===== src/rtl/isi_pkg.sv =====
// Shared types and constants for the IMU sample scale and integrate block.
// No dependencies; every other file in rtl/ imports this package.
package isi_pkg;

  localparam int RAW_W     = 16;
  localparam int RATE_W    = 18;
  localparam int OUT_W     = 19;
  localparam int ANG_W     = 32;
  localparam int TIME_W    = 32;
  localparam int SCALE_W   = 32;
  localparam int FRAC_BITS = 30;
  localparam int MUL_W     = RATE_W + SCALE_W;
  localparam int DIV_DIGIT = 4;
  localparam int PROD_W    = ((MUL_W + DIV_DIGIT - 1) / DIV_DIGIT) * DIV_DIGIT;
  localparam int DIV_STEPS = PROD_W / DIV_DIGIT;
  localparam int STEP_W    = $clog2(DIV_STEPS);
  localparam int REM_W     = 11;
  localparam logic [REM_W:0] DIVISOR = 12'd2000;
  localparam int AXES      = 3;

  localparam logic [31:0] GYRO_SCALE_RST  = 32'd1311823109;
  localparam logic [31:0] ACCEL_SCALE_RST = 32'd2569273713;

  typedef enum logic [1:0] {
    ACT_START = 2'd0,
    ACT_ACCEL = 2'd1,
    ACT_GYRO  = 2'd2,
    ACT_NONE  = 2'd3
  } action_t;

  typedef enum logic [1:0] {
    REG_GYRO_SCALE  = 2'd0,
    REG_ACCEL_SCALE = 2'd1,
    REG_NEGATE_X    = 2'd2,
    REG_UNUSED      = 2'd3
  } reg_index_t;

  typedef enum logic [1:0] {
    AXIS_X = 2'd0,
    AXIS_Y = 2'd1,
    AXIS_Z = 2'd2,
    AXIS_NONE = 2'd3
  } axis_t;

  // Commands from the controller to the datapath.
  typedef struct packed {
    logic  load;
    logic  stamp;
    logic  scale_mul;
    logic  scale_wr;
    logic  trap_mul;
    logic  div_step;
    logic  trap_acc;
    logic  out_load;
    logic  gyro;
    axis_t axis;
  } cmd_t;

endpackage


===== src/rtl/isi_ctrl.sv =====
// Sequencer for the IMU scale and integrate block: handshakes and datapath commands.
// Depends on isi_pkg.
module isi_ctrl (
  input  logic          clk,
  input  logic          rst,
  input  logic          s_valid,
  input  logic [1:0]    s_action,
  output logic          s_ready,
  output logic          m_valid,
  input  logic          m_ready,
  output isi_pkg::cmd_t cmd
);
  import isi_pkg::*;

  typedef enum logic [6:0] {
    ST_IDLE   = 7'b0000001,
    ST_SC_MUL = 7'b0000010,
    ST_SC_WR  = 7'b0000100,
    ST_TR_MUL = 7'b0001000,
    ST_TR_DIV = 7'b0010000,
    ST_TR_ACC = 7'b0100000,
    ST_DONE   = 7'b1000000
  } state_t;

  state_t            state, state_next;
  axis_t             axis, axis_next;
  logic [STEP_W-1:0] step, step_next;
  logic              gyro, gyro_next;
  logic              m_valid_next;
  logic              accept;

  assign s_ready = (state == ST_IDLE);
  assign accept  = s_valid && s_ready;

  always_comb begin
    state_next   = state;
    axis_next    = axis;
    step_next    = step;
    gyro_next    = gyro;
    m_valid_next = m_valid && !m_ready;
    cmd          = '0;
    cmd.axis     = axis;
    cmd.gyro     = gyro;
    case (state)
      ST_IDLE: begin
        if (accept) begin
          case (action_t'(s_action))
            ACT_START: cmd.stamp = 1'b1;
            ACT_ACCEL, ACT_GYRO: begin
              cmd.load   = 1'b1;
              // The scale factor is picked on this edge, so the kind of the new request
              // goes out directly rather than through the gyro register.
              cmd.gyro   = (action_t'(s_action) == ACT_GYRO);
              gyro_next  = (action_t'(s_action) == ACT_GYRO);
              axis_next  = AXIS_X;
              state_next = ST_SC_MUL;
            end
            default: ;
          endcase
        end
      end
      ST_SC_MUL: begin
        cmd.scale_mul = 1'b1;
        state_next    = ST_SC_WR;
      end
      ST_SC_WR: begin
        cmd.scale_wr = 1'b1;
        if (axis == AXIS_Z) begin
          axis_next  = AXIS_X;
          state_next = gyro ? ST_TR_MUL : ST_DONE;
        end else begin
          axis_next  = axis_t'(axis + 2'd1);
          state_next = ST_SC_MUL;
        end
      end
      ST_TR_MUL: begin
        cmd.trap_mul = 1'b1;
        step_next    = '0;
        state_next   = ST_TR_DIV;
      end
      ST_TR_DIV: begin
        cmd.div_step = 1'b1;
        if (step == STEP_W'(DIV_STEPS - 1)) begin
          state_next = ST_TR_ACC;
        end else begin
          step_next = step + STEP_W'(1);
        end
      end
      ST_TR_ACC: begin
        cmd.trap_acc = 1'b1;
        if (axis == AXIS_Z) begin
          state_next = ST_DONE;
        end else begin
          axis_next  = axis_t'(axis + 2'd1);
          state_next = ST_TR_MUL;
        end
      end
      ST_DONE: begin
        // The finished result moves into the output register once it is free.
        if (!m_valid || m_ready) begin
          cmd.out_load = 1'b1;
          m_valid_next = 1'b1;
          state_next   = ST_IDLE;
        end
      end
      default: state_next = ST_IDLE;
    endcase
  end

  always_ff @(posedge clk) begin
    if (rst) begin
      state   <= ST_IDLE;
      axis    <= AXIS_X;
      step    <= '0;
      gyro    <= 1'b0;
      m_valid <= 1'b0;
    end else begin
      state   <= state_next;
      axis    <= axis_next;
      step    <= step_next;
      gyro    <= gyro_next;
      m_valid <= m_valid_next;
    end
  end

endmodule


===== src/rtl/isi_datapath.sv =====
// Datapath: shared multiplier, radix-16 divider by 2000, rate and angle state,
// output register. Depends on isi_pkg; driven by isi_ctrl commands.
module isi_datapath (
  input  logic                        clk,
  input  logic                        rst,
  input  isi_pkg::cmd_t               cmd,
  input  logic signed [15:0]          raw_x,
  input  logic signed [15:0]          raw_y,
  input  logic signed [15:0]          raw_z,
  input  logic [31:0]                 time_us,
  input  logic [31:0]                 gyro_scale_q30,
  input  logic [31:0]                 accel_scale_q30,
  input  logic                        negate_x,
  output logic                        kind,
  output logic signed [18:0]          scaled_x,
  output logic signed [18:0]          scaled_y,
  output logic signed [18:0]          scaled_z,
  output logic [31:0]                 angle_x,
  output logic [31:0]                 angle_y,
  output logic [31:0]                 angle_z,
  output logic [31:0]                 stamp_us
);
  import isi_pkg::*;

  // Four restoring steps: brings one hex digit of the dividend into the remainder.
  function automatic logic [DIV_DIGIT+REM_W-1:0] div_digit(input logic [REM_W-1:0] rem_in,
                                                           input logic [DIV_DIGIT-1:0] nib);
    logic [REM_W:0]     r;
    logic [DIV_DIGIT-1:0] q;
    r = {1'b0, rem_in};
    q = '0;
    for (int i = DIV_DIGIT - 1; i >= 0; i--) begin
      r = {r[REM_W-1:0], nib[i]};
      if (r >= DIVISOR) begin
        r    = r - DIVISOR;
        q[i] = 1'b1;
      end
    end
    return {q, r[REM_W-1:0]};
  endfunction

  logic signed [RAW_W-1:0]  raw [AXES];
  logic signed [RATE_W-1:0] scaled [AXES];
  logic signed [RATE_W-1:0] prev_rate [AXES];
  logic [ANG_W-1:0]         acc [AXES];
  logic [TIME_W-1:0]        time_r, dt, prev_time;
  logic [SCALE_W-1:0]       scale_r;
  logic                     negx_r;
  logic [PROD_W-1:0]        prod;
  logic [REM_W-1:0]         rem;
  logic [ANG_W-1:0]         quot;
  logic                     trap_neg;

  logic signed [RAW_W-1:0]  raw_sel;
  logic signed [RAW_W:0]    raw_ext, raw_mag;
  logic signed [OUT_W-1:0]  sum, sum_mag;
  logic [RATE_W-1:0]        mul_a;
  logic [SCALE_W-1:0]       mul_b;
  logic [MUL_W-1:0]         mul_p;
  logic [RATE_W-1:0]        scale_res;
  logic                     scale_neg;
  logic [DIV_DIGIT+REM_W-1:0] div_out;
  logic [ANG_W-1:0]         incr;

  assign raw_sel = raw[cmd.axis];
  assign raw_ext = {raw_sel[RAW_W-1], raw_sel};
  assign raw_mag = raw_sel[RAW_W-1] ? -raw_ext : raw_ext;
  assign sum     = OUT_W'(scaled[cmd.axis]) + OUT_W'(prev_rate[cmd.axis]);
  assign sum_mag = sum[OUT_W-1] ? -sum : sum;

  // One multiplier serves both the scaling and the trapezoid product.
  assign mul_a = cmd.trap_mul ? sum_mag[RATE_W-1:0] : {1'b0, raw_mag[RAW_W:0]};
  assign mul_b = cmd.trap_mul ? dt : scale_r;
  assign mul_p = mul_a * mul_b;

  assign scale_res = prod[FRAC_BITS+RATE_W-1:FRAC_BITS];
  assign scale_neg = raw_sel[RAW_W-1] ^ (negx_r && (cmd.axis == AXIS_X));
  assign div_out   = div_digit(rem, prod[PROD_W-1 -: DIV_DIGIT]);
  assign incr      = trap_neg ? (ANG_W'(0) - quot) : quot;

  // Architectural state: rates, angles and the last gyro time.
  always_ff @(posedge clk) begin
    if (rst) begin
      prev_time <= '0;
      for (int a = 0; a < AXES; a++) begin
        prev_rate[a] <= '0;
        acc[a]       <= '0;
      end
    end else begin
      if (cmd.stamp) prev_time <= time_us;
      if (cmd.out_load && cmd.gyro) prev_time <= time_r;
      if (cmd.trap_acc) begin
        acc[cmd.axis]       <= acc[cmd.axis] + incr;
        prev_rate[cmd.axis] <= scaled[cmd.axis];
      end
    end
  end

  // Working registers and the output register.
  always_ff @(posedge clk) begin
    if (cmd.load) begin
      raw[0]  <= raw_x;
      raw[1]  <= raw_y;
      raw[2]  <= raw_z;
      time_r  <= time_us;
      dt      <= time_us - prev_time;
      scale_r <= cmd.gyro ? gyro_scale_q30 : accel_scale_q30;
      negx_r  <= negate_x;
    end
    if (cmd.scale_mul) prod <= PROD_W'(mul_p);
    if (cmd.scale_wr) begin
      scaled[cmd.axis] <= scale_neg ? -$signed(scale_res) : $signed(scale_res);
    end
    if (cmd.trap_mul) begin
      prod     <= PROD_W'(mul_p);
      rem      <= '0;
      quot     <= '0;
      trap_neg <= sum[OUT_W-1];
    end
    if (cmd.div_step) begin
      prod <= prod << DIV_DIGIT;
      rem  <= div_out[REM_W-1:0];
      quot <= {quot[ANG_W-DIV_DIGIT-1:0], div_out[DIV_DIGIT+REM_W-1:REM_W]};
    end
    if (cmd.out_load) begin
      kind     <= cmd.gyro;
      scaled_x <= OUT_W'(scaled[0]);
      scaled_y <= OUT_W'(scaled[1]);
      scaled_z <= OUT_W'(scaled[2]);
      angle_x  <= cmd.gyro ? acc[0] : '0;
      angle_y  <= cmd.gyro ? acc[1] : '0;
      angle_z  <= cmd.gyro ? acc[2] : '0;
      stamp_us <= time_r;
    end
  end

endmodule


===== src/rtl/imu_sample_scale_and_integrate.sv =====
// Top level: stream ports, APB register file, controller and datapath.
// Depends on isi_pkg, isi_ctrl and isi_datapath.
//
//   Channel   Direction  Handshake              Payload
//   s_axis    in         s_axis_tvalid/tready   action, raw x/y/z, time_us
//   m_axis    out        m_axis_tvalid/tready   kind, scaled x/y/z, angles, stamp
//   apb       in         psel/penable/pready    scale factors, negate_x
//
// An accelerometer item runs each axis through the one shared 18x32 multiplier and
// a scaled write before the next accept. A gyroscope item then takes each axis
// through a product, 13 radix-16 divider steps by 2000 and an accumulate.
// A start mark only records the time. Reset is synchronous and clears angles, rates and
// the last gyro time. The result waits in an output register, so a stalled output
// holds the block only when the next result is finished.
module imu_sample_scale_and_integrate (
  input  logic         clk,
  input  logic         rst,
  input  logic         s_axis_tvalid,
  output logic         s_axis_tready,
  input  logic [79:0]  s_axis_tdata,  // raw_x[15:0], raw_y[31:16], raw_z[47:32], time_us[79:48]
  input  logic [1:0]   s_axis_tuser,  // action[1:0]
  output logic         m_axis_tvalid,
  input  logic         m_axis_tready,
  output logic [191:0] m_axis_tdata,  // scaled_x[18:0], scaled_y[37:19], scaled_z[56:38],
                                      // angle_x[88:57], angle_y[120:89], angle_z[152:121],
                                      // stamp_us[184:153], zero[191:185]
  output logic [0:0]   m_axis_tuser,  // kind[0]
  input  logic         psel,
  input  logic         penable,
  input  logic         pwrite,
  input  logic [3:0]   paddr,
  input  logic [31:0]  pwdata,
  output logic [31:0]  prdata,
  output logic         pready
);
  import isi_pkg::*;

  logic [31:0]       gyro_scale_q30, accel_scale_q30;
  logic              negate_x;
  logic              wr_en;
  reg_index_t        reg_idx;
  cmd_t              cmd;
  logic              kind;
  logic signed [18:0] scaled_x, scaled_y, scaled_z;
  logic [31:0]       angle_x, angle_y, angle_z, stamp_us;

  assign pready  = 1'b1;
  assign reg_idx = reg_index_t'(paddr[3:2]);
  assign wr_en   = psel && penable && pwrite && pready;

  always_ff @(posedge clk) begin
    if (rst) begin
      gyro_scale_q30  <= GYRO_SCALE_RST;
      accel_scale_q30 <= ACCEL_SCALE_RST;
      negate_x        <= 1'b1;
    end else if (wr_en) begin
      case (reg_idx)
        REG_GYRO_SCALE:  gyro_scale_q30  <= pwdata;
        REG_ACCEL_SCALE: accel_scale_q30 <= pwdata;
        REG_NEGATE_X:    negate_x        <= pwdata[0];
        default: ;
      endcase
    end
  end

  always_comb begin
    case (reg_idx)
      REG_GYRO_SCALE:  prdata = gyro_scale_q30;
      REG_ACCEL_SCALE: prdata = accel_scale_q30;
      REG_NEGATE_X:    prdata = {31'b0, negate_x};
      default:         prdata = '0;
    endcase
  end

  isi_ctrl u_ctrl (
    .clk      (clk),
    .rst      (rst),
    .s_valid  (s_axis_tvalid),
    .s_action (s_axis_tuser),
    .s_ready  (s_axis_tready),
    .m_valid  (m_axis_tvalid),
    .m_ready  (m_axis_tready),
    .cmd      (cmd)
  );

  isi_datapath u_dp (
    .clk             (clk),
    .rst             (rst),
    .cmd             (cmd),
    .raw_x           (s_axis_tdata[15:0]),
    .raw_y           (s_axis_tdata[31:16]),
    .raw_z           (s_axis_tdata[47:32]),
    .time_us         (s_axis_tdata[79:48]),
    .gyro_scale_q30  (gyro_scale_q30),
    .accel_scale_q30 (accel_scale_q30),
    .negate_x        (negate_x),
    .kind            (kind),
    .scaled_x        (scaled_x),
    .scaled_y        (scaled_y),
    .scaled_z        (scaled_z),
    .angle_x         (angle_x),
    .angle_y         (angle_y),
    .angle_z         (angle_z),
    .stamp_us        (stamp_us)
  );

  assign m_axis_tuser = kind;
  assign m_axis_tdata = {7'b0, stamp_us, angle_z, angle_y, angle_x,
                         scaled_z, scaled_y, scaled_x};

`ifndef NO_ASSERTIONS
  // A start mark gives no result: it cannot raise the output valid.
  a_start_no_result: assert property (@(posedge clk) disable iff (rst)
    (s_axis_tvalid && s_axis_tready && s_axis_tuser == ACT_START && !m_axis_tvalid)
      |=> !m_axis_tvalid)
    else $error("start mark produced a result");

  // A sample request keeps the block busy in the following cycle.
  a_sample_busy: assert property (@(posedge clk) disable iff (rst)
    (s_axis_tvalid && s_axis_tready &&
     (s_axis_tuser == ACT_ACCEL || s_axis_tuser == ACT_GYRO)) |=> !s_axis_tready)
    else $error("input accepted while a sample is in progress");

  // Accelerometer results carry zero angles.
  a_accel_zero_angle: assert property (@(posedge clk) disable iff (rst)
    (m_axis_tvalid && m_axis_tuser == 1'b0) |-> (m_axis_tdata[152:57] == '0))
    else $error("accelerometer result with nonzero angle");
`endif

endmodule

===== config.mk =====
export PLATFORM = sky130hd
export DESIGN_NAME = imu_sample_scale_and_integrate
export DESIGN_NICKNAME = d
export VERILOG_FILES = /design/src/rtl/isi_pkg.sv /design/src/rtl/isi_ctrl.sv /design/src/rtl/isi_datapath.sv /design/src/rtl/imu_sample_scale_and_integrate.sv
export SDC_FILE = /design/constraint.sdc
export NUM_CORES = 2
export LEC_CHECK = 0
export BUFFER_PORTS_ARGS = -buffer_cell sky130_fd_sc_hd__buf_2
export CORE_MARGIN = 2
export CORE_UTILIZATION = 45
export CTS_BUF_LIST = sky130_fd_sc_hd__clkbuf_2
export CTS_CLUSTER_DIAMETER = 30
export DETAILED_ROUTE_END_ITERATION = 12
export GPL_TIMING_DRIVEN = 0
export PLACE_DENSITY = 0.73
export SETUP_SLACK_MARGIN = 0.1
export SYNTH_ARGS = -nofsm -noshare
export SYNTH_HDL_FRONTEND = slang
export SYNTH_HIERARCHICAL = 1
export SYNTH_SLANG_ARGS = --single-unit

===== constraint.sdc =====
create_clock -name clk -period 38.6 [get_ports clk]
set_input_delay 3.86 -clock clk [delete_from_list [all_inputs] [get_ports clk]]
set_output_delay 3.86 -clock clk [all_outputs]
set_load 0.05 [all_outputs]

* Yosys cells after proc, flatten, opt, wreduce, memory -nomap -nowiden
Memories as Yosys holds them, arrays and structs flattened. A register that Yosys moved wholly into a read port is not among the register bits. Cells that the tools add are included.
Word-level totals: input port bits 125, output and inout port bits 228, memories kept 4, word-level logic and storage cells 171, register bits after elaboration 338, memory bits (writable) 252
Memories:
- u_dp.acc | depth 3, bits a word 32, read ports 4, clocked after memory_dff 4, write ports 3, RTL line isi_datapath.sv:45 | logic [ANG_W-1:0] acc [AXES];
- u_dp.prev_rate | depth 3, bits a word 18, read ports 1, clocked after memory_dff 1, write ports 3, RTL line isi_datapath.sv:44 | logic signed [RATE_W-1:0] prev_rate [AXES];
- u_dp.scaled | depth 3, bits a word 18, read ports 4, clocked after memory_dff 4, write ports 1, RTL line isi_datapath.sv:43 | logic signed [RATE_W-1:0] scaled [AXES];
- u_dp.raw | depth 3, bits a word 16, read ports 1, clocked after memory_dff 1, write ports 3, RTL line isi_datapath.sv:42 | logic signed [RAW_W-1:0] raw [AXES];
Operators by class: bitwise logic cells 1, mux-type cells 79, reduce and logical (&&, ||, !) cells 30, $add $sub $neg 13, equal/unequal tests 19, order comparisons 4, multiply operators 1
Operators with widths (number):
- $mux 32 | 8
- $mux 52 | 3
- $pmux 32 s3 | 1
- $mux 18 | 4
- $mux 11 | 6
- $mul 18x32->50 | 1
- $mux 7 | 7
- $pmux 7 s7 | 1
- $ge 12x11->1 const B | 4
- $sub 11x11->11 const B | 4
- $neg 18->18 | 2
- $add 32x32->32 | 1
- $mux 2 | 16
- $reduce_or 32->1 | 1
- $sub 1x32->32 const A | 1
- $sub 32x32->32 | 1
- $mux 1 | 29
- $add 18x18->19 | 1
- $reduce_or 18->1 | 1
- $mux 17 | 1
- $neg 16->17 | 1
- $ne 2x2->1 const B | 4
- $pmux 4 s2 | 1
- $reduce_and 2->1 | 4
- other kinds (24) | 44

* Longest topological paths before layout
word-level depth 9, mapped depth 50, gate-level depth less buffers 42

* Modules after synthesis
The synthesis kept the hierarchy.
By module, submodules not included:
- isi_datapath | cells an instance 4733, area each 52620.5 µm², instances 1, sequential area each 21500.6 µm²
- imu_sample_scale_and_integrate | cells an instance 352, area each 3239.4 µm², instances 1, sequential area each 1301.2 µm²
- isi_ctrl | cells an instance 120, area each 967.2 µm², instances 1, sequential area each 300.3 µm²

* Least setup slack after synthesis
No wires, ideal clock.
path type input to register, from input m_axis_tready, to register u_dp.prev_time[23], library setup time 0.138 ns, buffers on the path 1, data required time 38.462 ns, cell stages on the path 6, path slack 24.035 ns, data arrival time 14.427 ns, cells stage by stage nand2b_1 -> nor2b_1 -> nand2_1 -> clkbuf_1 -> nor2_1 -> a211oi_1
RTL lines:
- start: declaration | RTL line imu_sample_scale_and_integrate.sv:23 | input logic m_axis_tready,
- end signal: assignment | RTL line isi_datapath.sv:90 | if (cmd.stamp) prev_time <= time_us;
- end signal: assignment | RTL line isi_datapath.sv:91 | if (cmd.out_load && cmd.gyro) prev_time <= time_r;
- end: declaration | RTL line isi_datapath.sv:46 | logic [TIME_W-1:0] time_r, dt, prev_time;

==> results.tsv <==
metric	value	unit
unrepaired setup endpoints after global routing	false	
clk slew on worst S/H paths	0.10	ns
met1 wire length	63.4	mm
total CTS buffers	208	
Setup WS pre-CTS	21.19	ns
YS warnings	6	
hpwl dp	133	mm
Clk Latency, worst-skew pair	1.70	ns
largest net degree at the start of global routing	103	
fin crit share	45.7	%
ys flop type	edfxtp_1	
Worst Hold Class	flip-flop to flip-flop	
gpl congestion	1.00	
Critical Path AT	19.01	ns
Longest Clk Path Bufs	3	
Reg2Reg Depth	47	
via count of the first global-routing pass	43100	
Worst R2R Start	u_ctrl/axis[0]	
initial antenna violation count	10	
DR pass1 iterations	8	
WP data required	39.96	ns
die height	359	um
worst reg-to-reg setup slack	20.95	ns
worst setup margin	20.95	ns
worst r2r dst	u_dp/prod[48]	
post-DR wirelength/cell	22.2	um
grt ovf	0	
max layer used	met4	
failing checks	max-capacitance violations	
Antenna Violating Nets Remaining	0	
H-tree Lvls	4	
wire length on met2	81.2	mm
Slew @ Worst Pin	1.46	ns
Util after Layout	50.3	%
Die Span X	359	um
Area contributors post-synth	edfxtp_1, fa_1, inv_1, ha_1, dfxtp_1	
Via density	5.52	
Layout Nets	6603	
total track usage	26.1	%
number of DRC markers in iteration 0	3908	
Worst Path Max Fanout	10	
Worst setup SP type	flip-flop	
library cells used by synthesis	87	
Setup Skew	0.0972	ns
crit-path max cell delay	1.13	ns
Initial Util	45.3	%
vias post-DR	42000	
max-slew violations	0	
final setup violating endpoints	0	
IO Count	353	
Tmin final	17.65	ns
share of layout cells above drive strength 1	15.2	%
Post-synth EDFFs	692	
first-pass GRT wire length	255	mm
Crit-path slowest cell	a21oi_1	
Final Hold Slack	0.450	ns
area delta synth->final	10.9	%
Worst Hold Launch	u_dp/time_r[4]	
Syn Inst Count	5205	
post-synth top area share	36.6	%
fraction of registers with async set/reset	0	%
hold depth	0	
cts repair resizes	0	
status	finished, violations left	
core area	125000	um2
synthesized cell area	56800	um2
cell mode on critical path	fa_1	
area leader, netlist	edfxtp_1	
Worst Setup End Kind	flip-flop	
CTS tree	built	
Residual DRC	0	
Slew headroom	0.0961	%
Setup CP Type	flip-flop to flip-flop	
CTS sink count	808	
clk root buf	clkbuf_2	
Total Wirelength	169	mm
mean post-synth cell area	10.9	um2
routed wl met3	14.7	mm
row cnt	130	
final hold vios	0	
register area share after synthesis	40.7	%
Die Area	129000	um2
highest clock rate	56.7	MHz
setup tns final	0	ns
Hold-fix buffers, CTS	0	
#FFs+latches synth	808	
maxcap violations	1	
Hold Path Sink	u_dp/stamp_us[4]	
Post-CTS Setup Bufs	0	
port buffer count	342	
[worst max-delay path by stage]
| stage | start | end | slack (ns) | cells after the start |
|---|---|---|---|---|
| finish | u_ctrl/axis[0] | u_dp/prod[48] | 20.95 | 47 |
| global route | u_ctrl/axis[0] | u_dp/prod[48] | 20.10 | 47 |
| CTS | u_ctrl/axis[0] | u_dp/prod[48] | 21.17 | 47 |
| detailed placement | u_ctrl/axis[0] | u_dp/prod[48] | 21.19 | 47 |
| global placement | m_axis_tready | u_dp/prev_time[24] | 16.55 | 7 |
| floorplan | m_axis_tready | u_dp/prev_time[23] | 24.04 | 6 |
[synth_stat cells (30+ instances only)]
library cell	count
a211oi_1	44
a21o_1	68
a21oi_1	148
a22oi_1	90
a32oi_1	34
and2_1	176
and3_1	49
and4b_1	37
clkbuf_1	198
dfxtp_1	116
edfxtp_1	692
fa_1	483
ha_1	220
inv_1	735
mux2_2	41
mux2i_1	155
mux4_2	68
nand2_1	486
nand2b_1	133
nand3_1	30
nor2_1	441
nor2b_1	60
nor3_1	41
o21ai_0	103
xnor2_1	129
xor2_1	66
[placed cells by master (no fill, tap or decap), drive strengths merged, types with 30 or more instances in the layout]
| cell type | count |
|---|---|
| o21ai | 108 |
| nor2 | 441 |
| inv | 746 |
| buf | 412 |
| fa | 483 |
| nand2 | 486 |
| nor3 | 42 |
| and4b | 37 |
| a211oi | 45 |
| and3 | 49 |
| nand3 | 30 |
| a22oi | 90 |
| dfxtp | 116 |
| xor2 | 66 |
| a32oi | 34 |
| ha | 220 |
| and2 | 180 |
| nor2b | 60 |
| mux2 | 41 |
| mux4 | 68 |
| a21oi | 152 |
| edfxtp | 692 |
| clkbuf | 504 |
| nand2b | 133 |
| a21o | 68 |
| clkinv | 59 |
| xnor2 | 130 |
| mux2i | 155 |
[layout make-up]
type | count | area (um2)
clock inverter | 75 | 576
sequential | 808 | 23100
antenna | 11 | 27.5
buffer | 256 | 1070
fill | 11300 | 62400
tap | 1650 | 2060
multi-input combinational | 3410 | 30000
clock buffer | 306 | 1530
timing repair buffer | 354 | 1930
inverter | 737 | 2770
[cell families (layout without fill, tap and decap cells)]
family,count (synthesis),count (layout),share of synthesized area [%]
other cells,2,19,0.0132
buf+inv,993,1728,6.75
flops,808,808,40.7
mux,264,264,6.24
fa+ha+maj,703,703,21.9
simple gates,1553,1553,13.3
compound gates,686,686,8.19
xor+xnor,196,196,3.03
[sequential cells by signal, indices dropped and copies added, names as in the netlist, 32 cells and up]
name / count
u_dp/angle_z: 32
u_dp/prev_time: 32
u_dp/stamp_us: 32
u_dp/dt: 32
u_dp/quot: 32
u_dp/prod: 52
u_dp/time_r: 32
u_dp/scale_r: 32
u_dp/angle_x: 32
accel_scale_q30: 32
u_dp/raw: 48
u_dp/acc: 128
u_dp/prev_rate: 72
u_dp/scaled: 72
u_dp/angle_y: 32
gyro_scale_q30: 32
[critical path: cells and delay by family, from the launching register on]
kind            cells  cell delay, ns
simple gates        6            1.14
flops               1            0.39
mux                 1            0.63
compound gates     17            5.52
fa+ha+maj           9            4.15
xor+xnor            2            0.36
buf+inv            12            5.16
[per-stage QoR]
step	instances	area, um2
finish	7607	63000
global route	7606	63000
CTS	7596	63000
detailed placement	7215	60900
global placement	7203	60600
floorplan	5211	56800
[layer usage]
metal	up-vias	GRT usage, %
met4	0	14.5
met5	-	0
met3	457	5.94
met1	20600	31.2
li1	18800	-
met2	2029	43.4
Power is left out: the tool's default activity adds up to more than one toggle a clock period on the data nets, which glitch-free logic cannot reach.
